<file path="config.mk">
export PLATFORM = sky130hd
export DESIGN_NAME = multi_sensor_moving_average_unit_flat
export DESIGN_NICKNAME = d
export VERILOG_FILES = /design/src/hdl/msma_pkg.sv /design/src/hdl/msma_if.sv /design/src/hdl/msma_ram.sv /design/src/hdl/multi_sensor_moving_average_unit.sv /design/src/flat_wrapper.sv
export SDC_FILE = /design/constraint.sdc
export NUM_CORES = 2
export LEC_CHECK = 0
export ABC_CLOCK_PERIOD_IN_PS = 3630
export BUFFER_PORTS_ARGS = -buffer_cell sky130_fd_sc_hd__clkbuf_2
export CORE_MARGIN = 2
export CORE_UTILIZATION = 57
export CTS_CLUSTER_SIZE = 30
export DETAILED_ROUTE_END_ITERATION = 12
export PLACE_DENSITY_LB_ADDON = 0.1
export SKIP_CTS_REPAIR_TIMING = 1
export SYNTH_ARGS = -nofsm -noshare
export SYNTH_HDL_FRONTEND = slang
export SYNTH_SLANG_ARGS = --single-unit
</file>
<file path="constraint.sdc">
create_clock -name clk_i -period 3.63 [get_ports clk_i]
set_input_delay 0.9075 -clock clk_i [delete_from_list [all_inputs] [get_ports clk_i]]
set_output_delay 0.9075 -clock clk_i [all_outputs]
set_load 0.03 [all_outputs]
</file>
<file path="src/hdl/msma_pkg.sv">
// Package of the multi-sensor moving average unit: sizes, codes and the
// per-sensor bookkeeping record. No dependencies.
package msma_pkg;

  localparam int SENSOR_COUNT = 4;
  localparam int WINDOW_DEPTH = 8;

  localparam int SAMPLE_W    = 32;
  localparam int SENSOR_ID_W = 3;
  localparam int STATUS_W    = 2;
  localparam int TOTAL_W     = 16;

  localparam int SUM_W  = SAMPLE_W + $clog2(WINDOW_DEPTH);
  localparam int FILL_W = $clog2(WINDOW_DEPTH + 1);
  localparam int SLOT_W = (WINDOW_DEPTH > 1) ? $clog2(WINDOW_DEPTH) : 1;
  localparam int ID_W   = (SENSOR_COUNT > 1) ? $clog2(SENSOR_COUNT) : 1;

  localparam int WIN_DEPTH = SENSOR_COUNT * WINDOW_DEPTH;
  localparam int WIN_AW    = (WIN_DEPTH > 1) ? $clog2(WIN_DEPTH) : 1;

  localparam logic OP_RECORD = 1'b0;
  localparam logic OP_READ   = 1'b1;

  typedef enum logic [STATUS_W-1:0] {
    STATUS_OK     = 2'd0,
    STATUS_EMPTY  = 2'd1,
    STATUS_BAD_ID = 2'd2
  } status_e;

  typedef logic signed [SUM_W-1:0] sum_t;

  typedef struct packed {
    logic [FILL_W-1:0] fill;
    sum_t              sum;
    logic [SLOT_W-1:0] slot;
  } meta_t;

endpackage

</file>
<file path="src/hdl/msma_if.sv">
// Valid/ready channel interfaces for the input items and the results.
// Depends on msma_pkg for the field widths.
interface msma_in_if;
  import msma_pkg::*;

  logic                          valid;
  logic                          ready;
  logic                          op;
  logic [SENSOR_ID_W-1:0]        sensor_id;
  logic signed [SAMPLE_W-1:0]    sample;

  modport source (output valid, output op, output sensor_id, output sample, input ready);
  modport sink   (input valid, input op, input sensor_id, input sample, output ready);
endinterface

interface msma_out_if;
  import msma_pkg::*;

  logic                          valid;
  logic                          ready;
  logic signed [SAMPLE_W-1:0]    average;
  logic [STATUS_W-1:0]           status;
  logic [TOTAL_W-1:0]            sample_total;

  modport source (output valid, output average, output status, output sample_total,
                  input ready);
  modport sink   (input valid, input average, input status, input sample_total,
                  output ready);
endinterface

</file>
<file path="src/hdl/msma_ram.sv">
// Generic single-write, single-read synchronous RAM with a registered read.
// No dependencies.
module msma_ram #(
  parameter int WIDTH = 32,
  parameter int DEPTH = 32,
  parameter int AW    = (DEPTH > 1) ? $clog2(DEPTH) : 1
) (
  input  logic             clk_i,
  input  logic             wr_en_i,
  input  logic [AW-1:0]    wr_addr_i,
  input  logic [WIDTH-1:0] wr_data_i,
  input  logic             rd_en_i,
  input  logic [AW-1:0]    rd_addr_i,
  output logic [WIDTH-1:0] rd_data_o
);

  logic [WIDTH-1:0] mem [DEPTH];
  logic [WIDTH-1:0] rd_data_q;

  always_ff @(posedge clk_i) begin
    if (wr_en_i) begin
      mem[wr_addr_i] <= wr_data_i;
    end
    if (rd_en_i) begin
      rd_data_q <= mem[rd_addr_i];
    end
  end

  assign rd_data_o = rd_data_q;

endmodule

</file>
<file path="src/hdl/multi_sensor_moving_average_unit.sv">
// Top level of the multi-sensor moving average unit.
// Depends on msma_pkg, the channel interfaces in msma_if and msma_ram.
//
// Usage. Items arrive on item_i as valid/ready transactions. A record
// transaction (op 0) stores a sample in the rolling window of its sensor and
// returns nothing; a read transaction (op 1) returns one result transaction on
// result_o with the rolling average, a status and the running sample count.
// Sensor ids at or above the sensor count are ignored on record and answered
// with average -1 and a bad-id status on read; an empty sensor reads 0.
//
// Sequencing. The unit works on one item at a time and is ready again once
// the item has finished. A record reads the sensor's bookkeeping entry, then
// reads the window slot to be evicted, then writes both memories back. A read
// of a sensor with samples takes its average from a restoring divider that
// retires one quotient bit per cycle over the full width of the running sum.
// A read of an empty or invalid sensor skips the divider. Invalid records
// finish in the cycle they are accepted.
//
// Reset clears the bookkeeping valid bits, the sample count and all control
// state at once, so there is no clearing pass. The window memory is not
// cleared: a slot's value is used only once it has been written. A result
// waits in an output register while the receiver stalls; the next item is
// still accepted, and its own result waits until that register is free.
module multi_sensor_moving_average_unit (
  input  logic        clk_i,
  input  logic        rst_ni,
  msma_in_if.sink     item_i,
  msma_out_if.source  result_o
);
  import msma_pkg::*;

  localparam int CNT_W     = $clog2(SUM_W);
  localparam int ID_CMP_W  = SENSOR_ID_W + 1;
  localparam int META_W    = $bits(meta_t);

  localparam logic [2:0] ST_IDLE = 3'd0;
  localparam logic [2:0] ST_META = 3'd1;
  localparam logic [2:0] ST_WIN  = 3'd2;
  localparam logic [2:0] ST_DIV  = 3'd3;
  localparam logic [2:0] ST_RES  = 3'd4;

  logic [2:0] state_q, state_d;

  // Item held for the duration of its processing.
  logic                       op_q;
  logic [SENSOR_ID_W-1:0]     id_q;
  logic signed [SAMPLE_W-1:0] sample_q;
  meta_t                      meta_q;
  logic [WIN_AW-1:0]          win_addr_q, win_addr_d;

  // Divider state: the dividend register shifts out magnitude bits and
  // collects quotient bits from the bottom.
  logic [SUM_W-1:0]  dvd_q, dvd_d;
  logic [FILL_W-1:0] rem_q, rem_d;
  logic [FILL_W-1:0] div_n_q;
  logic              neg_q;
  logic [CNT_W-1:0]  cnt_q, cnt_d;
  logic              from_div_q, from_div_d;

  logic signed [SAMPLE_W-1:0] res_avg_q, res_avg_d;
  status_e                    res_status_q, res_status_d;

  logic [TOTAL_W-1:0] acc_q, acc_d;

  logic                       out_valid_q, out_valid_d;
  logic signed [SAMPLE_W-1:0] out_avg_q;
  logic [STATUS_W-1:0]        out_status_q;
  logic [TOTAL_W-1:0]         out_total_q;
  logic                       out_load;

  logic [SENSOR_COUNT-1:0] meta_vld_q;
  logic                    meta_rd_vld_q;

  // Memory ports.
  logic              meta_re, meta_we;
  logic [ID_W-1:0]   meta_raddr;
  logic [META_W-1:0] meta_rdata;
  meta_t             meta_rd, meta_wr;
  logic              win_re, win_we;
  logic [WIN_AW-1:0] win_raddr;
  logic [SAMPLE_W-1:0] win_rdata;

  logic item_acc, id_ok;
  logic latch_item, latch_meta, start_div;

  // Window arithmetic.
  logic       win_full;
  sum_t       evicted, sum_new, sum_mag;
  logic [FILL_W:0] trial;
  logic            trial_ge;
  logic [SUM_W-1:0] quo_signed;

  assign item_i.ready = (state_q == ST_IDLE);
  assign item_acc     = item_i.valid && item_i.ready;
  assign id_ok        = {1'b0, item_i.sensor_id} < ID_CMP_W'(SENSOR_COUNT);

  assign out_load = (state_q == ST_RES) && (!out_valid_q || result_o.ready);

  // An entry that was never written reads as the reset value of zero.
  assign meta_rd = meta_rd_vld_q ? meta_t'(meta_rdata) : '0;

  assign win_full = (meta_q.fill == FILL_W'(WINDOW_DEPTH));
  assign evicted  = win_full ? sum_t'($signed(win_rdata)) : '0;
  assign sum_new  = meta_q.sum - evicted + sum_t'(sample_q);

  assign sum_mag  = meta_rd.sum[SUM_W-1] ? -meta_rd.sum : meta_rd.sum;

  assign trial    = {rem_q, dvd_q[SUM_W-1]};
  assign trial_ge = trial >= {1'b0, div_n_q};

  assign quo_signed = neg_q ? -dvd_q : dvd_q;

  always_comb begin
    state_d      = state_q;
    latch_item   = 1'b0;
    latch_meta   = 1'b0;
    start_div    = 1'b0;
    meta_re      = 1'b0;
    meta_raddr   = item_i.sensor_id[ID_W-1:0];
    meta_we      = 1'b0;
    meta_wr      = meta_q;
    win_re       = 1'b0;
    win_we       = 1'b0;
    win_raddr    = WIN_AW'(id_q) * WIN_AW'(WINDOW_DEPTH) + WIN_AW'(meta_rd.slot);
    win_addr_d   = win_addr_q;
    dvd_d        = dvd_q;
    rem_d        = rem_q;
    cnt_d        = cnt_q;
    from_div_d   = from_div_q;
    res_avg_d    = res_avg_q;
    res_status_d = res_status_q;
    acc_d        = acc_q;

    unique case (state_q)
      ST_IDLE: begin
        if (item_acc) begin
          latch_item = 1'b1;
          if (id_ok) begin
            meta_re = 1'b1;
            state_d = ST_META;
          end else if (item_i.op == OP_READ) begin
            res_avg_d    = -32'sd1;
            res_status_d = STATUS_BAD_ID;
            from_div_d   = 1'b0;
            state_d      = ST_RES;
          end
        end
      end
      ST_META: begin
        latch_meta = 1'b1;
        if (op_q == OP_RECORD) begin
          win_re     = 1'b1;
          win_addr_d = win_raddr;
          state_d    = ST_WIN;
        end else if (meta_rd.fill == '0) begin
          res_avg_d    = '0;
          res_status_d = STATUS_EMPTY;
          from_div_d   = 1'b0;
          state_d      = ST_RES;
        end else begin
          // The fill level saturates at the window depth, so it is the
          // divisor as it stands.
          start_div  = 1'b1;
          dvd_d      = sum_mag;
          rem_d      = '0;
          cnt_d      = CNT_W'(SUM_W - 1);
          from_div_d = 1'b1;
          state_d    = ST_DIV;
        end
      end
      ST_WIN: begin
        win_we       = 1'b1;
        meta_we      = 1'b1;
        meta_wr.sum  = sum_new;
        meta_wr.fill = win_full ? meta_q.fill : meta_q.fill + 1'b1;
        meta_wr.slot = (meta_q.slot == SLOT_W'(WINDOW_DEPTH - 1)) ? '0
                                                                 : meta_q.slot + 1'b1;
        acc_d        = acc_q + 1'b1;
        state_d      = ST_IDLE;
      end
      ST_DIV: begin
        rem_d = trial_ge ? FILL_W'(trial - {1'b0, div_n_q}) : trial[FILL_W-1:0];
        dvd_d = {dvd_q[SUM_W-2:0], trial_ge};
        cnt_d = cnt_q - 1'b1;
        if (cnt_q == '0) begin
          res_status_d = STATUS_OK;
          state_d      = ST_RES;
        end
      end
      ST_RES: begin
        if (out_load) begin
          state_d = ST_IDLE;
        end
      end
      default: begin
        state_d = ST_IDLE;
      end
    endcase
  end

  always_comb begin
    out_valid_d = out_valid_q;
    if (result_o.ready) begin
      out_valid_d = 1'b0;
    end
    if (out_load) begin
      out_valid_d = 1'b1;
    end
  end

  // Control state.
  always_ff @(posedge clk_i or negedge rst_ni) begin
    if (!rst_ni) begin
      state_q       <= ST_IDLE;
      acc_q         <= '0;
      out_valid_q   <= 1'b0;
      meta_vld_q    <= '0;
      meta_rd_vld_q <= 1'b0;
      cnt_q         <= '0;
      from_div_q    <= 1'b0;
    end else begin
      state_q     <= state_d;
      acc_q       <= acc_d;
      out_valid_q <= out_valid_d;
      cnt_q       <= cnt_d;
      from_div_q  <= from_div_d;
      if (meta_re) begin
        meta_rd_vld_q <= meta_vld_q[meta_raddr];
      end
      if (meta_we) begin
        meta_vld_q[id_q[ID_W-1:0]] <= 1'b1;
      end
    end
  end

  // Payload registers.
  always_ff @(posedge clk_i) begin
    if (latch_item) begin
      op_q     <= item_i.op;
      id_q     <= item_i.sensor_id;
      sample_q <= item_i.sample;
    end
    if (latch_meta) begin
      meta_q <= meta_rd;
    end
    if (start_div) begin
      div_n_q <= meta_rd.fill;
      neg_q   <= meta_rd.sum[SUM_W-1];
    end
    win_addr_q   <= win_addr_d;
    dvd_q        <= dvd_d;
    rem_q        <= rem_d;
    res_avg_q    <= res_avg_d;
    res_status_q <= res_status_d;
    if (out_load) begin
      out_avg_q    <= from_div_q ? $signed(quo_signed[SAMPLE_W-1:0]) : res_avg_q;
      out_status_q <= res_status_q;
      out_total_q  <= acc_q;
    end
  end

  assign result_o.valid        = out_valid_q;
  assign result_o.average      = out_avg_q;
  assign result_o.status       = out_status_q;
  assign result_o.sample_total = out_total_q;

  // Per-sensor fill level, running sum and write slot.
  msma_ram #(
    .WIDTH (META_W),
    .DEPTH (SENSOR_COUNT)
  ) u_meta_ram (
    .clk_i     (clk_i),
    .wr_en_i   (meta_we),
    .wr_addr_i (id_q[ID_W-1:0]),
    .wr_data_i (META_W'(meta_wr)),
    .rd_en_i   (meta_re),
    .rd_addr_i (meta_raddr),
    .rd_data_o (meta_rdata)
  );

  // Sample windows of all sensors, one row of WINDOW_DEPTH slots per sensor.
  msma_ram #(
    .WIDTH (SAMPLE_W),
    .DEPTH (WIN_DEPTH)
  ) u_win_ram (
    .clk_i     (clk_i),
    .wr_en_i   (win_we),
    .wr_addr_i (win_addr_q),
    .wr_data_i (sample_q),
    .rd_en_i   (win_re),
    .rd_addr_i (win_raddr),
    .rd_data_o (win_rdata)
  );

  // The fill level written back never passes the window depth.
  assert property (@(posedge clk_i) disable iff (!rst_ni)
    meta_we |-> (meta_wr.fill <= FILL_W'(WINDOW_DEPTH)))
    else $error("fill level written beyond the window depth");

  // The sample count moves only when a sample is written to a window.
  assert property (@(posedge clk_i) disable iff (!rst_ni)
    (acc_q != $past(acc_q)) |-> $past(win_we))
    else $error("sample count changed without a stored sample");

  // The divider never runs with a zero divisor.
  assert property (@(posedge clk_i) disable iff (!rst_ni)
    (state_q == ST_DIV) |-> (div_n_q != '0))
    else $error("division by a zero fill level");

  // A result only appears out of the result state.
  assert property (@(posedge clk_i) disable iff (!rst_ni)
    $rose(out_valid_q) |-> $past(state_q == ST_RES))
    else $error("result presented outside the result state");

endmodule

</file>
<file path="src/flat_wrapper.sv">
// flat-port wrapper written by rule: the top's interface ports become plain ports
module multi_sensor_moving_average_unit_flat import msma_pkg::*;
  (clk_i, rst_ni, item_i_valid, item_i_op, item_i_sensor_id, item_i_sample, item_i_ready, result_o_valid, result_o_average, result_o_status, result_o_sample_total, result_o_ready);
  msma_in_if item_i_i ();
  msma_out_if result_o_i ();
  input  logic clk_i;
  input  logic rst_ni;
  input wire logic [$bits(item_i_i.valid)-1:0] item_i_valid;
  input wire logic [$bits(item_i_i.op)-1:0] item_i_op;
  input wire logic [$bits(item_i_i.sensor_id)-1:0] item_i_sensor_id;
  input wire logic [$bits(item_i_i.sample)-1:0] item_i_sample;
  output wire logic [$bits(item_i_i.ready)-1:0] item_i_ready;
  output wire logic [$bits(result_o_i.valid)-1:0] result_o_valid;
  output wire logic [$bits(result_o_i.average)-1:0] result_o_average;
  output wire logic [$bits(result_o_i.status)-1:0] result_o_status;
  output wire logic [$bits(result_o_i.sample_total)-1:0] result_o_sample_total;
  input wire logic [$bits(result_o_i.ready)-1:0] result_o_ready;
  assign item_i_i.valid = item_i_valid;
  assign item_i_i.op = item_i_op;
  assign item_i_i.sensor_id = item_i_sensor_id;
  assign item_i_i.sample = item_i_sample;
  assign item_i_ready = item_i_i.ready;
  assign result_o_valid = result_o_i.valid;
  assign result_o_average = result_o_i.average;
  assign result_o_status = result_o_i.status;
  assign result_o_sample_total = result_o_i.sample_total;
  assign result_o_i.ready = result_o_ready;
  multi_sensor_moving_average_unit u_core (.clk_i(clk_i), .rst_ni(rst_ni), .item_i(item_i_i), .result_o(result_o_i));
endmodule
</file>
==> reports/qor.json <==
{
  "outcome": {"value": "complete, but fails checks"},
  "violations": {"value": "setup timing"},
  "wl_per_cell": {"value": 28.8, "unit": "um"},
  "syn_inst": {"value": 3844},
  "finalHoldWorstSlack": {"value": 0.208, "unit": "ns"},
  "placedInstanceArea": {"value": 66300, "unit": "sq um"},
  "postSynthNetCount": {"value": 3967},
  "setup_ws": {"value": -0.205, "unit": "ns"},
  "floorplan.io_pins": {"value": 92},
  "floorplan_core_area": {"value": 107000, "unit": "sq um"},
  "worst_ep_arrival_time": {"value": 4.32, "unit": "ns"},
  "grt_pass1_vias": {"value": 35833},
  "num_vias": {"value": 36179},
  "syn-mean-instance-area": {"value": 16.0, "unit": "sq um"},
  "place.gp.congestion": {"value": 0.911},
  "synthDistinctLibCells": {"value": 64},
  "tritoncts_clock_tree": {"value": "yes"},
  "worstSkewPairLatency": {"value": 0.77, "unit": "ns"},
  "syn_area": {"value": 61700, "unit": "sq um"},
  "cts-htree-levels": {"value": 4},
  "post-route-min-period": {"value": 3.83, "unit": "ns"},
  "routed_wirelength": {"value": 164000, "unit": "um"},
  "placement_rows": {"value": 120},
  "hold_path_class": {"value": "input pin to asynchronous set/reset pin"},
  "multiInputGateArea": {"value": 17100, "unit": "sq um"},
  "worst_pin_slew": {"value": 1.14, "unit": "ns"},
  "timing.final.setup_violations": {"value": 64},
  "critical_path.top_delay_family": {"value": "compound AO/OA/AOI/OAI gates"},
  "ys_async_sr_fraction": {"value": 2.17, "unit": "%"},
  "cts_root_buffer": {"value": "sky130_fd_sc_hd__clkbuf_16"},
  "critPathMaxFanout": {"value": 8},
  "horiz_die_dim": {"value": 333, "unit": "um"},
  "finalHoldViolations": {"value": 0},
  "crit_path_most_repeated_cell": {"value": "sky130_fd_sc_hd__inv_2"},
  "syn2layout_area_growth": {"value": 16.5, "unit": "%"},
  "grtUsageTotal": {"value": 29.6, "unit": "%"},
  "register_area": {"value": 44200, "unit": "sq um"},
  "timing.final.crit_share": {"value": 106, "unit": "%"},
  "fillerInstances": {"value": 7358},
  "post-synth-top-count-cell": {"value": "sky130_fd_sc_hd__edfxtp_1"},
  "nets": {"value": 4297},
  "antenna_cells_inserted": {"value": 0},
  "synth_ff_type": {"value": "sky130_fd_sc_hd__edfxtp_1"},
  "yosysWarnings": {"value": 0},
  "critical-path-max-stage-delay": {"value": 0.51, "unit": "ns"},
  "worstPathBufferInverterCount": {"value": 3},
  "design.die.area": {"value": 111000, "unit": "sq um"},
  "layout.core_utilization": {"value": 67.0, "unit": "%"},
  "setup_repair_after_global_routing_missed_its_margin": {"value": "true"},
  "pin_count_of_the_biggest_net_entering_global_routing": {"value": 72},
  "reg2reg_depth": {"value": 17},
  "synth_top_cell_area_share": {"value": 70.3, "unit": "%"},
  "cellPowerDensity": {"value": 684, "unit": "nW/um^2"},
  "worstPathCellList": {"value": "inv_2, ha_4, nand2_4, nor2_4, buf_12, and2_4, fa_1, inv_2, fa_2, a21o_1, a221o_1, a21oi_4, a21oi_2, a41o_1, mux2i_1, o21ai_1, xor2_1"},
  "worstSetupPathType": {"value": "flip-flop to flip-flop"},
  "final_tns_setup": {"value": -6.49, "unit": "ns"},
  "cts.path.max_buffers": {"value": 3},
  "portBuffers": {"value": 91},
  "floorplan.initialDensity": {"value": 57.5, "unit": "%"},
  "synth_top_cell_by_area": {"value": "sky130_fd_sc_hd__edfxtp_1"},
  "setup_slack_of_the_most_critical_reg_to_reg_path": {"value": -0.20, "unit": "ns"},
  "detailedRoute.firstIterationViolations": {"value": 4008},
  "wire_length_of_the_first_global_routing_pass": {"value": 240000, "unit": "um"},
  "synth_edf_count": {"value": 1445},
  "synth.top_cells.by_area": {"value": "sky130_fd_sc_hd__edfxtp_1, sky130_fd_sc_hd__mux2_2, sky130_fd_sc_hd__a221o_1"},
  "synth_seq_cells": {"value": 1477},
  "irDropWorstVdd": {"value": 542, "unit": "uV"},
  "timing.critical_path.from": {"value": "u_core.meta_q[38]$_DFFE_PN_"},
  "yosys-top-cells-count": {"value": "sky130_fd_sc_hd__edfxtp_1, sky130_fd_sc_hd__mux2_2, sky130_fd_sc_hd__clkbuf_1"},
  "startpoint_type": {"value": "flip-flop"},
  "rr_startpoint": {"value": "u_core.meta_q[38]$_DFFE_PN_"},
  "maxCapViolCount": {"value": 0},
  "r2r_end": {"value": "u_core.u_meta_ram.mem[0][37]$_DFFE_PP_"},
  "clock_sinks": {"value": 1477},
  "worstPathRequired": {"value": 4.11, "unit": "ns"},
  "cts.clk_slew.worst_paths": {"value": 0.06, "unit": "ns"},
  "finalInstanceArea": {"value": 71900, "unit": "sq um"},
  "crit_path_end_kind": {"value": "flip-flop"},
  "post-route-drc-count": {"value": 0},
  "cts-buffers-inserted": {"value": 150},
  "clock-skew-final": {"value": 0.0295, "unit": "ns"},
  "drt_pre_antenna_iters": {"value": 5},
  "fp.dieH": {"value": 333, "unit": "um"},
  "fmax": {"value": 0.261, "unit": "GHz"},
  "slew_viol_final": {"value": 0},
  "drt.antenna.violating_nets": {"value": 0},
  "overflow": {"value": 0},
  "dp_hpwl": {"value": 102000, "unit": "um"},
  "antenna_found_initial": {"value": 4},
  "power.static_leakage": {"value": 0.0245, "unit": "uW"},
  "vias_per_cell": {"value": 6.35},
  "timing.slew.headroom": {"value": 22.9, "unit": "%"},
  "ys_seq_area_share": {"value": 71.6, "unit": "%"},
  "drive_gt1_share": {"value": 27.8, "unit": "%"},
  "cpMaxStageDelayCell": {"value": "sky130_fd_sc_hd__fa_1"},
  "power": {"value": 49200, "unit": "uW"}
}
sequential cells by signal (all words and copies together), names as in the netlist, 32 cells and up:
name                         count
u_core.dvd_q                    35
u_core.meta_q                   42
u_core.result_o.average         32
u_core.sample_q                 32
u_core.u_meta_ram.mem          168
u_core.u_meta_ram.rd_data_o     42
u_core.u_win_ram.mem          1024
u_core.u_win_ram.rd_data_o      32
kinds of logic after synthesis:
family / Yosys count / synth area share, %
xor gates and xnor gates: 111 / 1.58
buffers and inverters: 407 / 2.49
and+or+nand+nor: 530 / 4.21
AOI/OAI and AO/OA: 798 / 9.32
DFF: 1477 / 71.6
muxes: 438 / 8.66
adders and majority gates: 83 / 2.11
layout make-up:
type                    count  share of cell area [%]
clock buffers             187                    5.56
multi-input cells        1960                    23.8
clock inverters            82                   0.888
flip-flops and latches   1477                    61.5
inverters                 173                   0.904
well taps                1403                    2.44
repair buffers            412                    4.93
worst reg2reg max path, cell delays in order, from the launching register on:
cell,delay [ns]
sky130_fd_sc_hd__edfxtp_1,0.38
sky130_fd_sc_hd__inv_2,0.07
sky130_fd_sc_hd__ha_4,0.16
sky130_fd_sc_hd__nand2_4,0.05
sky130_fd_sc_hd__nor2_4,0.05
sky130_fd_sc_hd__buf_12,0.14
sky130_fd_sc_hd__and2_4,0.14
sky130_fd_sc_hd__fa_1,0.51
sky130_fd_sc_hd__inv_2,0.05
sky130_fd_sc_hd__fa_2,0.39
sky130_fd_sc_hd__a21o_1,0.20
sky130_fd_sc_hd__a221o_1,0.36
sky130_fd_sc_hd__a21oi_4,0.24
sky130_fd_sc_hd__a21oi_2,0.11
sky130_fd_sc_hd__a41o_1,0.27
sky130_fd_sc_hd__mux2i_1,0.15
sky130_fd_sc_hd__o21ai_1,0.10
sky130_fd_sc_hd__xor2_1,0.20
routing by layer:
| metal | track usage [%] | share of wire (%) |
|---|---|---|
| met5 | 0 | 0 |
| met4 | 12.1 | 4.0 |
| met3 | 5.20 | 8.1 |
| met2 | 46.4 | 47 |
| met1 | 41.4 | 41 |
cell usage in the layout, fill, tap and decap left out, types with 49 or more instances in the layout:
cell type	Yosys	final
sky130_fd_sc_hd__nand2_1	173	164
sky130_fd_sc_hd__a221o_1	129	129
sky130_fd_sc_hd__a221oi_1	76	74
sky130_fd_sc_hd__a22oi_1	93	93
sky130_fd_sc_hd__and2_1	65	57
sky130_fd_sc_hd__nor3_1	52	49
sky130_fd_sc_hd__mux2_2	334	334
sky130_fd_sc_hd__xor2_1	67	66
sky130_fd_sc_hd__clkbuf_2	0	90
sky130_fd_sc_hd__buf_12	0	50
sky130_fd_sc_hd__nor2_1	97	51
sky130_fd_sc_hd__mux2i_1	61	60
sky130_fd_sc_hd__inv_1	172	158
sky130_fd_sc_hd__edfxtp_1	1445	1445
sky130_fd_sc_hd__buf_4	0	261
sky130_fd_sc_hd__a21oi_1	147	122
sky130_fd_sc_hd__o21ai_0	163	131
sky130_fd_sc_hd__clkbuf_16	0	156
power breakdown:
part           switching [uW]  leakage (uW)  total, uW  internal (uW)
Clock                    6380       0.00226      14700           8320
Sequential                686        0.0135      21300          20600
Combinational            8090       0.00871      13200           5080
worst max path at each step:
stage                                                        end  slack, ns  cells after the start
after floorplan           u_core.u_meta_ram.mem[0][37]$_DFFE_PP_      0.001                     17
after global placement    u_core.u_meta_ram.mem[0][35]$_DFFE_PP_      -0.36                     18
after detailed placement  u_core.u_meta_ram.mem[2][27]$_DFFE_PP_      -0.50                     18
after CTS                 u_core.u_meta_ram.mem[2][27]$_DFFE_PP_      -0.52                     18
after global routing      u_core.u_meta_ram.mem[0][33]$_DFFE_PP_      -0.37                     17
final                     u_core.u_meta_ram.mem[0][37]$_DFFE_PP_      -0.20                     17
metrics by stage:
stage / setup WS (ns) / instances
after floorplan: 0.00109 / 3844
final: -0.205 / 5694
after global routing: -0.373 / 5694
after global placement: -0.362 / 5414
after CTS: -0.523 / 5683
after detailed placement: -0.503 / 5414
No activity file was read; power rests on OpenSTA's default activity.
